$ cat config.mk
export PLATFORM = sky130hd
export DESIGN_NAME = lcf_codetab
export DESIGN_NICKNAME = d
export VERILOG_FILES = /design/src/design/lcf_pkg.sv /design/src/design/lcf_ram.sv /design/src/design/lcf_codetab.sv
export SDC_FILE = /design/constraint.sdc
export NUM_CORES = 2
export LEC_CHECK = 0
export BUFFER_PORTS_ARGS = -buffer_cell sky130_fd_sc_hd__buf_4
export CELL_PAD_IN_SITES_DETAIL_PLACEMENT = 2
export CELL_PAD_IN_SITES_GLOBAL_PLACEMENT = 2
export CORE_UTILIZATION = 26
export DETAILED_ROUTE_END_ITERATION = 8
export GPL_TIMING_DRIVEN = 0
export PLACE_DENSITY = 0.46
export SLEW_MARGIN = 10
export SYNTH_ARGS = -nofsm -noshare
export SYNTH_HDL_FRONTEND = slang
export SYNTH_SLANG_ARGS = --single-unit
$ cat constraint.sdc
create_clock -name clk -period 50.3 [get_ports clk]
set_input_delay 7.545 -clock clk [delete_from_list [all_inputs] [get_ports clk]]
set_output_delay 7.545 -clock clk [all_outputs]
set_load 0.05 [all_outputs]
$ cat src/design/lcf_pkg.sv
// shared constants, types and pattern functions of the lbp code filter
package lcf_pkg;

	localparam int CFG_DW = 11;

	localparam logic [2:0] REG_IMAGE_WIDTH    = 3'd0;
	localparam logic [2:0] REG_IMAGE_HEIGHT   = 3'd1;
	localparam logic [2:0] REG_RADIUS         = 3'd2;
	localparam logic [2:0] REG_MAX_TRANS      = 3'd3;
	localparam logic [2:0] REG_ROT_INVARIANT  = 3'd4;

	localparam logic OP_PIXEL = 1'b0;
	localparam logic OP_FLUSH = 1'b1;

	typedef enum logic [1:0] {
		B_IDLE,
		B_READ,
		B_WRITE,
		B_NULL
	} build_state_t;

	function automatic logic [3:0] transitions(input logic [7:0] p);
		logic [3:0] n;
		n = 4'd0;
		for (int k = 0; k < 8; k++) begin
			n = n + 4'(p[k] != p[(k + 1) & 7]);
		end
		return n;
	endfunction

	function automatic logic [7:0] min_rotation(input logic [7:0] p);
		logic [7:0] best;
		logic [7:0] v;
		best = p;
		v = p;
		for (int k = 0; k < 8; k++) begin
			v = {v[0], v[7:1]};
			if (v < best) begin
				best = v;
			end
		end
		return best;
	endfunction

endpackage

$ cat src/design/lcf_ram.sv
// generic single write port, single registered read port ram
module lcf_ram #(
	parameter int WIDTH = 8,
	parameter int DEPTH = 256
) (
	input  logic                     clk,
	input  logic                     we,
	input  logic [$clog2(DEPTH)-1:0] waddr,
	input  logic [WIDTH-1:0]         wdata,
	input  logic                     re,
	input  logic [$clog2(DEPTH)-1:0] raddr,
	output logic [WIDTH-1:0]         rdata
);

	logic [WIDTH-1:0] mem [DEPTH];

	always_ff @(posedge clk) begin
		if (we) begin
			mem[waddr] <= wdata;
		end
		if (re) begin
			rdata <= mem[raddr];
		end
	end

endmodule

$ cat src/design/lcf_codetab.sv
// code table memory with its rebuild sequencer
module lcf_codetab import lcf_pkg::*; (
	input  logic       clk,
	input  logic       arst_n,
	input  logic       start,
	input  logic [3:0] max_trans,
	input  logic       rot_inv,
	output logic       busy,
	input  logic       re,
	input  logic [7:0] addr,
	output logic [7:0] code,
	output logic [7:0] null_code
);

	build_state_t state_q, state_d;
	logic [7:0]   pat_q, pat_d;
	logic [7:0]   next_q, next_d;
	logic         admit;
	logic [7:0]   mrot;
	logic         ram_we, ram_re;
	logic [7:0]   ram_wdata, ram_raddr;

	always_ff @(posedge clk or negedge arst_n) begin
		if (!arst_n) begin
			state_q <= B_READ;
			pat_q   <= 8'd0;
			next_q  <= 8'd0;
		end else begin
			state_q <= state_d;
			pat_q   <= pat_d;
			next_q  <= next_d;
		end
	end

	always_comb begin
		admit     = transitions(pat_q) <= max_trans;
		mrot      = min_rotation(pat_q);
		state_d   = state_q;
		pat_d     = pat_q;
		next_d    = next_q;
		ram_we    = 1'b0;
		ram_wdata = next_q;
		ram_re    = 1'b1;
		ram_raddr = mrot;
		unique case (state_q)
			B_IDLE: begin
				ram_re    = re;
				ram_raddr = addr;
			end
			B_READ: begin
				state_d = B_WRITE;
			end
			B_WRITE: begin
				if (admit) begin
					ram_we = 1'b1;
					if (rot_inv && (mrot != pat_q)) begin
						ram_wdata = code;
					end else begin
						next_d = next_q + 8'd1;
					end
				end
				pat_d   = pat_q + 8'd1;
				state_d = (pat_q == 8'hFF) ? B_NULL : B_READ;
			end
			B_NULL: begin
				ram_we  = !admit;
				pat_d   = pat_q + 8'd1;
				state_d = (pat_q == 8'hFF) ? B_IDLE : B_NULL;
			end
			default: begin
				state_d = B_IDLE;
			end
		endcase
		if (start) begin
			state_d = B_READ;
			pat_d   = 8'd0;
			next_d  = 8'd0;
		end
	end

	lcf_ram #(
		.WIDTH(8),
		.DEPTH(256)
	) u_table (
		.clk  (clk),
		.we   (ram_we),
		.waddr(pat_q),
		.wdata(ram_wdata),
		.re   (ram_re),
		.raddr(ram_raddr),
		.rdata(code)
	);

	assign busy      = state_q != B_IDLE;
	assign null_code = next_q;

endmodule

==> reports/qor.txt <==
global placement routability congestion = 0.945
antenna viol nets, final = 0
met3 wire length = 41.0 mm
crit-path max FO = 10
Warnings, synthesis = 0
number of hold buffers added after cts = 0
met2 wirelength from detailed routing = 225 mm
area of the die = 331,000 sq um
total wirelength of the detailed-routed design = 508 mm
via count = 59,304
Met1 Wirelength = 214 mm
drt first-iter violations = 9,269
worst hold path class = flip-flop to flip-flop
total global routing track utilization = 30.1%
Post-CTS Resized = 0
starting utilization of the core area = 26.1%
capturing element type of the critical path = flip-flop
clock root cell = sky130_fd_sc_hd__clkbuf_16
remaining routing DRC violations = 0
number of CTS-inserted buffers = 238
cell area after synthesis = 85,500 sq um
clk buf depth = 4
Die H = 576 um
unrepaired setup endpoints after global routing = false
required time worst endpoint = 50.79 ns
arrival time of data at the critical path endpoint = 28.86 ns
uppermost layer routed = met5
global-route wire length before repair = 639 mm
number of cell rows = 210
Max-cap violations = 1
share of the yosys chip area belonging to registers = 72.7%
violations in the final reports = max-capacitance violations, max-slew violations
syn_area_per_cell = 15.7 sq um
antenna violations before repair = 88
via count of the first global-routing pass = 57,221
most frequent standard cell in the layout excluding fill and tap cells = sky130_fd_sc_hd__edfxtp_1
dpl hpwl = 348 mm
number of enable-type register cells in the synthesized netlist = 2,056
slew at the pin with the worst max-slew slack = 1.55 ns
Post-Syn Instances = 5,461
H-tree lvl count = 4
category of the critical setup timing path = flip-flop to flip-flop
number of port buffers = 32
count of endpoints failing hold in the final timing report = 0
Net Count, Synth = 5,551
dpl cells = 9,928
latest clock arrival within the worst-skew pair = 0.95 ns
detailed-route wire length per cell = 48.9 um
Post-CTS Setup Bufs = 0
Layout Area Growth over Synthesis = 17.9%
Via density = 5.70
TritonCTS Sinks = 2,074
Initial DRT Pass Iterations = 6
width of the chip = 576 um
Final TNS setup = 0 ns
Main synth FF type = sky130_fd_sc_hd__edfxtp_1
clock transition time at the flip-flop clock pins of the worst setup and hold paths = 0.06 ns
ys async rst share = 0.868%
register bit total from synthesis = 2,074
Slew Viols, Final = 2
fraction of layout cells with a size suffix above 1 = 18.8%
placeable core region = 327,000 sq um
largest net degree at the start of global routing = 113
Final Critical Period = 28.37 ns
commonest non-fill, non-tap cells in the layout = sky130_fd_sc_hd__edfxtp_1 (2,056), sky130_fd_sc_hd__nand2_1 (954), sky130_fd_sc_hd__nor2_1 (281)
clock tree from TritonCTS = built
run status = finished with violations
crit path launch type = flip-flop
Layout Skew = 0.0862 ns
Layout Cells excl Fill = 10,397
maximum single-stage delay on the critical path = 1.21 ns
Final #Nets = 5,913
Rel. slew slack = -4.29%
post-route clock period utilization = 56.4%
Setup violations, final = 0
upper clock frequency limit = 0.0352 GHz
total congestion overflow after global routing = 0
WHS = 0.620 ns
I/O pin count = 34
Yosys cell types = 102
Critical-path top delay cell = sky130_fd_sc_hd__o31ai_1
-- final timing paths --
kind | start | end | slack, ns | cells past startpoint
setup / recovery | pat_q[4] | u_table.rdata[7] | 21.93 | 95
hold / removal | null_code[7] | null_code[7] | 0.62 | 2
setup reg to reg | pat_q[4] | u_table.rdata[7] | 21.93 | 95
hold reg to reg | null_code[7] | null_code[7] | 0.62 | 2
max in group asynchronous | arst_n | state_q[0] | 43.51 | 1
min in group asynchronous | arst_n | null_code[7] | 6.48 | 1
-- per-stage QoR --
stage / setup WS, ns / utilization [%] / cell area (sq um)
2_1_floorplan: 31.52 / - / 85500
3_3_place_gp: 21.82 / 27.9 / 91200
3_5_place_dp: 22.44 / 28.5 / 93300
4_1_cts: 22.41 / 30.8 / 101000
5_1_grt: 21.15 / 30.8 / 101000
6_report: 21.93 / 30.8 / 101000
-- final cells by class --
class | count | area [sq um]
fillers | 33452 | 226000
flip-flops and latches | 2074 | 62200
multi-input cells | 2997 | 21900
clock buffers | 297 | 6220
well taps | 4346 | 5440
repair buffers | 122 | 1910
plain buffers | 348 | 1770
clock inverters | 135 | 1190
inverters | 42 | 158
diodes | 36 | 90.1
-- Yosys cell counts, types with 9 or more instances --
cell | instances | area, sq um
sky130_fd_sc_hd__a21o_1 | 21 | 158
sky130_fd_sc_hd__mux2_2 | 29 | 327
sky130_fd_sc_hd__nand2_1 | 954 | 3580
sky130_fd_sc_hd__buf_1 | 13 | 48.8
sky130_fd_sc_hd__ha_1 | 69 | 863
sky130_fd_sc_hd__mux4_2 | 268 | 6040
sky130_fd_sc_hd__a22oi_1 | 106 | 796
sky130_fd_sc_hd__nand2b_1 | 9 | 56.3
sky130_fd_sc_hd__nor4_1 | 14 | 87.6
sky130_fd_sc_hd__and3_1 | 143 | 895
sky130_fd_sc_hd__a21oi_1 | 110 | 551
sky130_fd_sc_hd__inv_1 | 38 | 143
sky130_fd_sc_hd__a311oi_1 | 121 | 1060
sky130_fd_sc_hd__nor2_1 | 343 | 1290
sky130_fd_sc_hd__o211ai_1 | 40 | 300
sky130_fd_sc_hd__mux2i_1 | 101 | 1010
sky130_fd_sc_hd__and2_1 | 15 | 93.8
sky130_fd_sc_hd__a2111oi_0 | 9 | 78.8
sky130_fd_sc_hd__xnor2_1 | 12 | 105
sky130_fd_sc_hd__nor3_1 | 30 | 150
sky130_fd_sc_hd__a31oi_1 | 41 | 257
sky130_fd_sc_hd__buf_4 | 27 | 203
sky130_fd_sc_hd__dfrtp_1 | 17 | 425
sky130_fd_sc_hd__clkbuf_1 | 124 | 465
sky130_fd_sc_hd__o21ai_0 | 79 | 395
sky130_fd_sc_hd__nand3_1 | 230 | 1150
sky130_fd_sc_hd__or3_1 | 10 | 62.6
sky130_fd_sc_hd__nand4_1 | 45 | 282
sky130_fd_sc_hd__buf_2 | 172 | 861
sky130_fd_sc_hd__xor2_1 | 9 | 78.8
sky130_fd_sc_hd__o21bai_1 | 10 | 75.1
sky130_fd_sc_hd__o2111ai_1 | 9 | 78.8
sky130_fd_sc_hd__o22ai_1 | 11 | 68.8
sky130_fd_sc_hd__edfxtp_1 | 2056 | 61700
-- worst max-delay path, delay by kind of cell, from the launching register on --
family                     cells  cell delay, ns
AOI/OAI and AO/OA             42           11.63
buffers and inverters         18            6.85
and+or+nand+nor               25            4.91
adders and majority gates      8            3.03
DFF                            1            0.76
muxes                          2            0.56
-- sequential cells by signal, indices dropped and copies added, names as in the netlist --
signal	cells
u_table.rdata	8
null_code	8
state_q	2
pat_q	8
u_table.mem	2048
-- cell families after synthesis --
family	count (synthesis)	synth area share (%)
flops	2074	72.7
fa+ha+maj	74	1.11
mux	401	8.68
buf+inv	390	2.16
xor+xnor	21	0.215
simple gates	1835	9.39
compound gates	666	5.73
-- layer usage --
layer	vias to the layer above	GRT usage, %
met5	-	0
met2	3293	46.0
met1	33226	41.4
met3	739	5.22
li1	22030	-
met4	16	14.4
Power is not shown: default switching activity piles up to over one toggle a cycle in this logic, so the estimate is an artifact.
